$ cat config.mk
export PLATFORM = sky130hd
export DESIGN_NAME = fdia_ram
export DESIGN_NICKNAME = d
export VERILOG_FILES = /design/src/sv/fdia_ram.sv
export SDC_FILE = /design/constraint.sdc
export NUM_CORES = 1
export LEC_CHECK = 0
export BUFFER_PORTS_ARGS = -buffer_cell sky130_fd_sc_hd__buf_2
export CAP_MARGIN = 20
export CORE_UTILIZATION = 28
export DETAILED_ROUTE_END_ITERATION = 10
export GPL_TIMING_DRIVEN = 0
export PLACE_DENSITY_LB_ADDON = 0.08
export SLEW_MARGIN = 20
export SYNTH_ARGS = -nofsm -noshare
export SYNTH_HDL_FRONTEND = slang
export SYNTH_SLANG_ARGS = --single-unit
$ cat constraint.sdc
create_clock -name clock -period 4 [get_ports clock]
set_input_delay 1.2 -clock clock [delete_from_list [all_inputs] [get_ports clock]]
set_output_delay 1.2 -clock clock [all_outputs]
set_load 0.05 [all_outputs]
$ cat src/sv/fdia_ram.sv
// Generic single-port-write, single-port-read RAM with registered read.
module fdia_ram #(
   parameter int WIDTH = 8,
   parameter int DEPTH = 16
) (
   input  logic                     clock,
   input  logic                     wr_en,
   input  logic [$clog2(DEPTH)-1:0] wr_addr,
   input  logic [WIDTH-1:0]         wr_data,
   input  logic [$clog2(DEPTH)-1:0] rd_addr,
   output logic [WIDTH-1:0]         rd_data
);
   logic [WIDTH-1:0] mem [DEPTH];

   always_ff @(posedge clock) begin
      if (wr_en) mem[wr_addr] <= wr_data;
      rd_data <= mem[rd_addr];
   end
endmodule

==> summary.md, run 1 <==
| Metric | Value |
|---|---|
| Layout Nets | 292 |
| Register-to-Register Path Depth | 3 |
| CP Launch Type | input port |
| GRT Util Overall | 0.1342 |
| Vias in the first global route | 2472 |
| Skew final | 0.004290 ns |
| Gpl congestion | 0.6494 |
| Antenna viol nets, final | 0 |
| Area growth from synthesis to layout | 19.11% |
| Worst-Margin Slew | 0.9081 ns |
| Setup violators final | 0 |
| CP Max Fanout | 8 |
| Area contributors post-synth | edfxtp_1, mux4_2, mux4_1, dfxtp_1, a22oi_1 |
| I/O pins | 26 |
| IO buf count | 24 |
| Number of synthesized flops with an enable pin | 128 |
| Cell taking the most area after synthesis | edfxtp_1 |
| Routed vias | 2373 |
| Post_cts resized | 0 |
| DR pass1 iterations | 4 |
| Post-CTS setup buffers | 0 |
| WP buf/inv | 1 |
| Initial DRC count | 178 |
| DRC Markers | 0 |
| Minimum clock period | 2.543 ns |
| CP max-delay cell | nor2_1 |
| Clock root buffer | clkbuf_16 |
| Ys async rst share | 0 |
| Core area | 17960 um^2 |
| Clk_lat worst skew | 0.41 ns |
| Final period util | 0.6357 |
| Post-CTS Hold Buffers | 0 |
| CP Depth | 3 |
| Maximum root-to-sink buffer count | 2 |
| Antenna violations before repair | 0 |
| Final Instance Area | 6131 um^2 |
| Layout cells sized above 1 | 0.3066 |
| Clock-pin slew on the worst setup and hold paths | 0.06 ns |
| Main synth FF type | edfxtp_1 |
| Maximum vdd ir drop | 0.2791 mV |
| CP top delay family | simple AND/OR/NAND/NOR gates |
| Final setup TNS | 0 ns |
| FF+latch count, synth | 136 |
| Height of the die | 137.6 um |
| CTS sink cnt | 136 |
| Peak Freq | 0.3933 GHz |
| Cell count after synthesis | 229 |
| Largest net degree at the start of global routing | 17 |
| Worst Hold Path Cells | 3 |
| Cell with the most instances after synthesis | edfxtp_1 |
| H-tree lvl count | 4 |
| Critical path class | input port to register |
| Wire per inst | 22.47 um |
| Unrepaired setup endpoints after global routing | no |
| Arr. time, crit path | 2.58 ns |
| Starting Density | 0.2866 |
| Final HPWL DP | 7438 um |
| ANT cells | 0 |
| Syn Nets | 247 |
| Number of cell rows | 49 |
| Vias/cell | 4.599 |
| Max_cap viols | 0 |
| Synth Cell Area | 5147 um^2 |
| Top-area cell type share of the netlist area | 0.7467 |
| Slew headroom | 0.3924 |
| Final hold vios | 0 |
| Count of different cell masters after synthesis | 19 |
| Slowest stage delay, CP | 0.71 ns |
| Syn Area/Cell | 22.48 um^2 |
| Die width | 137.6 um |
| Ys Warns | 0 |
| Placed inst area | 5589 um^2 |
| Remaining Overflow, GRT | 0 |
| CTS tree | done |
| CTS Buf Count | 17 |
| Power density over cell area | 525.5 nW/um^2 |
| Post-synthesis sequential area ratio | 0.7778 |
| WL final | 11590 um |
| Lkg Pwr | 2.027 nW |
| CP Cell Sequence | buf_2 -> or3b_2 -> nor2_1 |
| Hold/Removal Path Class | register to register |
| First-pass GRT wire length | 16560 um |
| Synth top cells by count | edfxtp_1, mux4_2, a22oi_1 |
| Critical Path Sink Type | register |
| Die area | 18930 um^2 |
| Status | complete, no violations |
| Final max-slew violation count | 0 |
| Crit path required time | 4.04 ns |
worst paths after layout:
path	slack, ns	start	endpoint
setup reg to reg	2.55	mem[5][3]$_DFFE_PP_	rd_data[3]$_DFF_P_
hold reg to reg	0.69	mem[8][1]$_DFFE_PP_	rd_data[1]$_DFF_P_
setup / recovery	1.46	wr_addr[2]	mem[1][7]$_DFFE_PP_
hold / removal	0.69	mem[8][1]$_DFFE_PP_	rd_data[1]$_DFF_P_
routing by layer:
metal / track usage / vias to the layer above / wire (um)
met5: 0 / - / 0
met4: 0.06410 / 0 / 212
met2: 0.1988 / 50 / 5302
met3: 0.03201 / 16 / 443
met1: 0.1848 / 1242 / 5634
li1: - / 1065 / -
layout by cell type (no fill, tap or decap), drive strengths merged, types with 4 or more instances in the layout:
cell type / instances
nor3: 4
edfxtp: 128
dfxtp: 8
nand2: 9
mux4: 32
nor2: 13
clkinv: 8
buf: 33
a22oi: 16
clkbuf: 22
logic make-up (layout without fill, tap and decap cells):
family | Yosys count | count (layout) | synth area share
AO/OA/AOI/OAI | 16 | 16 | 0.02334
buffers and inverters | 10 | 68 | 0.01677
flip-flops | 136 | 136 | 0.7778
multiplexers | 32 | 32 | 0.1502
AND/OR/NAND/NOR | 35 | 35 | 0.03184
worst reg2reg max path, cell delays in order (launching register included):
cell,delay (ns)
edfxtp_1,0.36
mux4_1,0.58
a22oi_1,0.30
nand2_1,0.09
cell type report:
cell class / count / area, um^2
Fill cell: 1686 / 11830
Clock inverter: 10 / 77.57
Clock buffer: 22 / 464.2
Tap cell: 229 / 286.5
Timing Repair Buffer: 26 / 135.1
Buffer: 10 / 86.33
Sequential cell: 136 / 4004
Multi-Input combinational cell: 83 / 1077
metrics by stage:
step	hold WS, ns	cells	total power, mW	setup WS (ns)	utilization
6_report	0.6933	516	3.221	1.457	0.3413
5_1_grt	0.7366	516	3.321	1.366	0.3413
4_1_cts	0.6958	516	3.260	1.400	0.3413
3_5_place_dp	0.6828	484	1.828	0.9681	0.3111
3_3_place_gp	0.6668	482	1.824	0.4287	0.3092
2_1_floorplan	0.6293	229	1.744	1.307	-
sequential cells by signal, indices dropped and copies added (netlist names):
| signal | flops |
|---|---|
| mem | 128 |
| rd_data | 8 |
power by group:
part           total, mW  leakage, nW  switching [mW]  internal (mW)
clock               1.43        0.273           0.552          0.877
sequential          1.60         1.22         0.00682           1.59
combinational      0.192        0.531           0.128         0.0640
total               3.22         2.03           0.687           2.53
Power figures use the tool's default switching activity.
==> run 2, diff against run 1 <==
Settings changed: ABC_AREA from default to 1.
Clock period 4 ns to 2.28 ns, I/O delays scaled along.
==> summary.md, run 2 <==
| Metric | Value |
|---|---|
| Antenna violations before repair | 0 (unchanged) |
| GRT Util Overall | 0.1615 (+0.02731) |
| Vias in the first global route | 3659 (+48%) |
| Layout cells sized above 1 | 0.1205 (-0.1862) |
| Die area | 21170 um^2 (+12%) |
| Peak Freq | 0.5291 GHz |
| Maximum root-to-sink buffer count | 2 (unchanged) |
| Clk_lat worst skew | 0.42 ns (about the same) |
| Crit path required time | 2.32 ns (-1.72 ns) |
| Post-CTS setup buffers | 0 (unchanged) |
| Commonest non-fill, non-tap cell in the layout | nand2_1 |
| Register-to-Register Path Depth | 6 (+3) |
| Critical Path Sink Type | register |
| Syn Area/Cell | 10.47 um^2 (-53%) |
| Placed inst area | 6215 um^2 (+11%) |
| Lkg Pwr | 2.919 nW (+44%) |
| IO buf count | 22 (-8.3%) |
| Vias/cell | 4.265 (-7.3%) |
| Final hold vios | 0 (unchanged) |
| Max_cap viols | 0 (unchanged) |
| I/O pins | 26 (unchanged) |
| DR pass1 iterations | 5 (+1) |
| Main synth FF type | edfxtp_1 |
| WL final | 16220 um (+40%) |
| Clock root buffer | clkbuf_16 |
| CP Max Fanout | 8 (unchanged) |
| Post-CTS Hold Buffers | 0 (unchanged) |
| Final period util | 0.8289 |
| Largest net degree at the start of global routing | 17 (unchanged) |
| Fin worst setup slack | 0.3901 ns (-1.067 ns) |
| ANT cells | 0 (unchanged) |
| Antenna viol nets, final | 0 (unchanged) |
| Post_cts resized | 0 (unchanged) |
| Slew headroom | 0.3076 (-0.08476) |
| R2R Path End | rd_data[1]$_DFF_P_ |
| DRC Markers | 0 (unchanged) |
| FF+latch count, synth | 136 (unchanged) |
| Post-synthesis sequential area ratio | 0.6943 (-0.08354) |
| Arr. time, crit path | 1.93 ns (-0.65 ns) |
| Fillers | 2054 (+22%) |
| Setup violators final | 0 (unchanged) |
| Most frequent cells in the layout | nand2_1, edfxtp_1, inv_1 |
| Area growth from synthesis to layout | 18.66% |
| Top-area cell type share of the netlist area | 0.6665 (-0.08020) |
| Core area | 20230 um^2 (+13%) |
| Largest Register | mem |
| Final max-slew violation count | 0 (unchanged) |
| Layout Nets | 611 (+110%) |
| Final setup TNS | 0 ns (unchanged) |
| Final core utilization | 0.3382 (-0.003120) |
| Skew final | 0.005984 ns (+0.001694 ns) |
| Synth Cell Area | 5767 um^2 (+12%) |
| Number of synthesized flops with an enable pin | 128 (unchanged) |
| Syn Nets | 569 (+130%) |
| Max reg flops | 128 (unchanged) |
| Area contributors post-synth | edfxtp_1, nand2_1, nand3_1, inv_1, dfxtp_1 |
| CTS sink cnt | 136 (unchanged) |
| Final HPWL DP | 10610 um (+43%) |
| Initial DRC count | 271 (+52%) |
| Starting Density | 0.2850 (-0.001551) |
| Status | complete, no violations |
| Cell with the most instances after synthesis | nand2_1 |
| Count of different cell masters after synthesis | 12 (-7) |
| CTS tree | done |
| Ys Warns | 0 (unchanged) |
| Maximum vdd ir drop | 0.5164 mV (+85%) |
| Wire per inst | 18.52 um (-18%) |
| Clock-pin slew on the worst setup and hold paths | 0.05 ns (about the same) |
| CP Launch Type | input port |
| Minimum clock period | 1.890 ns |
| H-tree lvl count | 4 (unchanged) |
| Die width | 145.5 um (+5.8%) |
| Setup slack, reg-to-reg | 1.22 ns (-1.33 ns) |
| FF-to-FF Start | mem[9][1]$_DFFE_PP_ |
| Height of the die | 145.5 um (+5.8%) |
| Number of cell rows | 52 (+6.1%) |
| Hold Path Origin | mem[6][7]$_DFFE_PP_ |
| Synth top cells by count | nand2_1, edfxtp_1, inv_1 |
| First-pass GRT wire length | 24230 um (+46%) |
| Critical path origin | wr_addr[3] |
| Cell count after synthesis | 551 (+140%) |
| Cell taking the most area after synthesis | edfxtp_1 |
| Final Instance Area | 6843 um^2 (+12%) |
| Gpl congestion | 0.7696 (+19%) |
| Dpl ws | -0.07312 ns (-1.041 ns) |
| Remaining Overflow, GRT | 0 (unchanged) |
| Critical path class | input port to register |
| Worst-Margin Slew | 1.035 ns (+0.1267 ns) |
| CP endpoint | mem[7][1]$_DFFE_PP_ |
| Largest regs | mem x128, rd_data x8 |
| CTS Buf Count | 17 (unchanged) |
| Power density over cell area | 901.6 nW/um^2 (+72%) |
| Ys async rst share | 0 (unchanged) |
| Hold/Removal Path Class | register to register |
| Routed vias | 3736 (+57%) |
| Unrepaired setup endpoints after global routing | no |
-- run 2: changes by cell type after synthesis, moves of 4 or more --
cell,previous run,this run
mux4_2,18,0
nor2_1,13,17
mux4_1,14,0
a22oi_1,16,0
nand3_1,1,97
inv_1,0,100
nand2_1,9,173
nor3_1,4,0
buf_2,3,13
-- run 2: worst min path at each step --
stage | to | slack, ns | cells after the start
3_5_place_dp | rd_data[2]$_DFF_P_ | 0.69 | 6
4_1_cts | rd_data[1]$_DFF_P_ | 0.70 | 4
2_1_floorplan | rd_data[0]$_DFF_P_ | 0.61 | 6
5_1_grt | mem[0][2]$_DFFE_PP_ | 0.71 | 1
3_3_place_gp | rd_data[7]$_DFF_P_ | 0.70 | 6
6_report | rd_data[7]$_DFF_P_ | 0.70 | 6
-- run 2: metrics by stage --
step | power, mW | cells | hold slack (ns)
final | 6.170 | 876 | 0.6999
after floorplan | 3.115 | 551 | 0.6074
after global placement | 3.300 | 843 | 0.6956
after CTS | 6.210 | 875 | 0.6996
after detailed placement | 3.303 | 843 | 0.6946
after global routing | 6.357 | 876 | 0.7125
-- run 2: area by class of cell --
| class | instances | area, um^2 | share of cell area |
|---|---|---|---|
| Sequential cell | 136 | 4004 | 0.5851 |
| Multi-Input combinational cell | 289 | 1214 | 0.1774 |
| Clock buffer | 20 | 436.7 | 0.06381 |
| Inverter | 102 | 382.9 | 0.05595 |
| Tap cell | 270 | 337.8 | 0.04937 |
| Clock inverter | 12 | 180.2 | 0.02633 |
| Buffer | 24 | 166.4 | 0.02432 |
| Timing Repair Buffer | 23 | 121.4 | 0.01774 |
-- run 2: metal layers --
metal  wire length, um  share of wire  up-vias  track usage
met5                 0              0        -            0
met4               274          0.017        0      0.05947
met3               484          0.030       15      0.02821
met2              7130           0.44       77       0.2435
met1              8332           0.51     1785       0.2324
li1                  -              -     1859            -
-- run 2: kinds of logic after synthesis --
group | Yosys count | synth area share
AND/OR/NAND/NOR | 289 | 0.2105
flip-flops | 136 | 0.6943
buffers and inverters | 126 | 0.09525
-- run 2: report_power, final --
| group | switching (mW) | total (mW) | internal (mW) |
|---|---|---|---|
| sequential | 0.0128 | 2.81 | 2.80 |
| clock | 1.01 | 2.92 | 1.92 |
| combinational | 0.328 | 0.436 | 0.108 |
| total | 1.35 | 6.17 | 4.82 |
-- run 2: worst max-delay path: stages --
cell and delay (ns):
buf_2 0.12, nand3b_1 0.28, nor2_1 0.84
==> run 3, diff against run 2 <==
Settings changed: ABC_AREA 1 to 0.
Clock period 2.28 ns to 1.9 ns, I/O delays scaled along.
==> summary.md, run 3 (same netlist as run 1, synthesis figures left out) <==
| Metric | Value |
|---|---|
| Status | finished, violations left |
| Failing checks | setup timing |
| Clock root buffer | clkbuf_16 |
| Lkg Pwr | 2.035 nW (-30%) |
| Number of cell rows | 49 (-5.8%) |
| Final HPWL DP | 7383 um (-30%) |
| Final period util | 1.020 |
| Antenna violations before repair | 0 (unchanged) |
| Vias/cell | 4.606 (+8.0%) |
| First-pass GRT wire length | 16590 um (-32%) |
| Max_cap viols | 0 (unchanged) |
| Layout Nets | 291 (-52%) |
| GRT Util Overall | 0.1341 (-0.02744) |
| WL final | 11420 um (-30%) |
| Initial DRC count | 255 (-5.9%) |
| Core area | 17960 um^2 (-11%) |
| Die area | 18930 um^2 (-11%) |
| Hold/Removal Path Class | input port to register |
| CTS Buf Count | 17 (unchanged) |
| Maximum vdd ir drop | 0.5433 mV (+5.2%) |
| Final hold vios | 0 (unchanged) |
| Skew final | 0.005169 ns (-0.0008147 ns) |
| Die width | 137.6 um (-5.4%) |
| Gpl congestion | 0.6664 (-13%) |
| Minimum clock period | 1.937 ns |
| Routed vias | 2372 (-37%) |
| Dpl ws | -0.4641 ns (-0.3909 ns) |
| Maximum root-to-sink buffer count | 2 (unchanged) |
| IO buf count | 24 (+9.1%) |
| Area growth from synthesis to layout | 19.49% |
| Post_cts resized | 0 (unchanged) |
| Max reg flops | 128 (unchanged) |
| CTS sink cnt | 136 (unchanged) |
| Critical path origin | wr_addr[2] |
| I/O pins | 26 (unchanged) |
| Register-to-Register Path Depth | 3 (-3) |
| Most frequent cells in the layout | edfxtp_1, buf_2, mux4_2 |
| Peak Freq | 0.5162 GHz |
| CP endpoint | mem[3][0]$_DFFE_PP_ |
| Remaining Overflow, GRT | 0 (unchanged) |
| Height of the die | 137.6 um (-5.4%) |
| Power Total | 6.961 mW (+13%) |
| Clk_lat worst skew | 0.41 ns (about the same) |
| FF-to-FF Start | mem[5][3]$_DFFE_PP_ |
| CP Launch Type | input port |
| Power density over cell area | 1132 nW/um^2 (+26%) |
| Arr. time, crit path | 1.97 ns (+0.04 ns) |
| Worst-Margin Slew | 0.9368 ns (-0.09792 ns) |
| Clock-pin slew on the worst setup and hold paths | 0.05 ns (about the same) |
| Setup slack, reg-to-reg | 0.46 ns (-0.76 ns) |
| CTS tree | done |
| Crit path required time | 1.93 ns (-0.39 ns) |
| Critical path class | input port to register |
| Starting Density | 0.2866 (+0.001551) |
| Final max-slew violation count | 0 (unchanged) |
| DRC Markers | 0 (unchanged) |
| ANT cells | 0 (unchanged) |
| Setup violators final | 8 (+8) |
| Wire per inst | 22.17 um (+20%) |
| DR pass1 iterations | 4 (-1) |
| Largest Register | mem |
| Largest regs | mem x128, rd_data x8 |
| Unrepaired setup endpoints after global routing | yes |
| Fillers | 1680 (-18%) |
| Commonest non-fill, non-tap cell in the layout | edfxtp_1 |
| Vias in the first global route | 2471 (-32%) |
| Fin worst setup slack | -0.03741 ns (-0.4276 ns) |
| Critical Path Sink Type | register |
| H-tree lvl count | 4 (unchanged) |
| Layout cells sized above 1 | 0.2972 (+0.1767) |
| R2R Path End | rd_data[3]$_DFF_P_ |
| Slew headroom | 0.3731 (+0.06552) |
| Largest net degree at the start of global routing | 17 (unchanged) |
| Antenna viol nets, final | 0 (unchanged) |
| CP Max Fanout | 8 (unchanged) |
-- run 3: changes by cell type in the layout (fill, tap and decap cells not counted), moves of 8 or more --
cell,delta
nand2_1,-164
inv_1,-100
nand3_1,-96
mux4_2,+18
a22oi_1,+16
mux4_1,+14
buf_2,-8
-- run 3: worst min-delay path by stage --
stage                               from                    to  slack, ns  depth (start not counted)
floorplan            mem[7][0]$_DFFE_PP_    rd_data[0]$_DFF_P_       0.63                          3
global placement    mem[11][5]$_DFFE_PP_    rd_data[5]$_DFF_P_       0.67                          3
detailed placement   mem[8][5]$_DFFE_PP_    rd_data[5]$_DFF_P_       0.66                          3
CTS                           wr_data[6]  mem[12][6]$_DFFE_PP_       0.56                          1
global route                  wr_data[6]   mem[7][6]$_DFFE_PP_       0.56                          1
finish                        wr_data[7]   mem[0][7]$_DFFE_PP_       0.57                          1
-- run 3: stage by stage --
stage                     setup TNS, ns    util  hold slack [ns]  area (um^2)  cells
after floorplan                       0       -           0.6293         5152    229
after global placement           -39.39  0.3095           0.6659         5559    482
after detailed placement         -27.74  0.3107           0.6644         5582    483
after CTS                       -0.1850  0.3424           0.5554         6151    515
after global routing             -1.437  0.3424           0.5622         6151    515
final                           -0.2759  0.3424           0.5665         6151    515
-- run 3: layout make-up --
| type | instances | area, um^2 | share of cell area |
|---|---|---|---|
| flip-flops and latches | 136 | 4004 | 0.6509 |
| multi-input cells | 83 | 1077 | 0.1751 |
| repair buffers | 25 | 127.6 | 0.02075 |
| well taps | 229 | 286.5 | 0.04658 |
| clock inverters | 12 | 132.6 | 0.02156 |
| clock buffers | 20 | 436.7 | 0.07099 |
| plain buffers | 10 | 86.33 | 0.01404 |
-- run 3: worst max-delay path: stages --
cell,delay (ns)
buf_2,0.11
or3b_2,0.54
nor2_1,0.74
-- run 3: what timing repair did --
item | CTS | global route
setup buffers | 0 | 0
setup endpoints to repair | 16 | 24
hold buffers | 0 | 0
-- run 3: power breakdown --
part	switching [mW]	leakage, nW	internal (mW)	total (mW)
Clock	1.15	0.286	2.03	3.19
Sequential	0.0144	1.22	3.36	3.37
Combinational	0.270	0.525	0.134	0.404
Total	1.44	2.03	5.52	6.96
-- run 3: routing by layer --
metal / track usage / share of wire
met5: 0 / 0
met4: 0.06044 / 0.017
met3: 0.02870 / 0.038
met2: 0.1979 / 0.47
met1: 0.1886 / 0.47
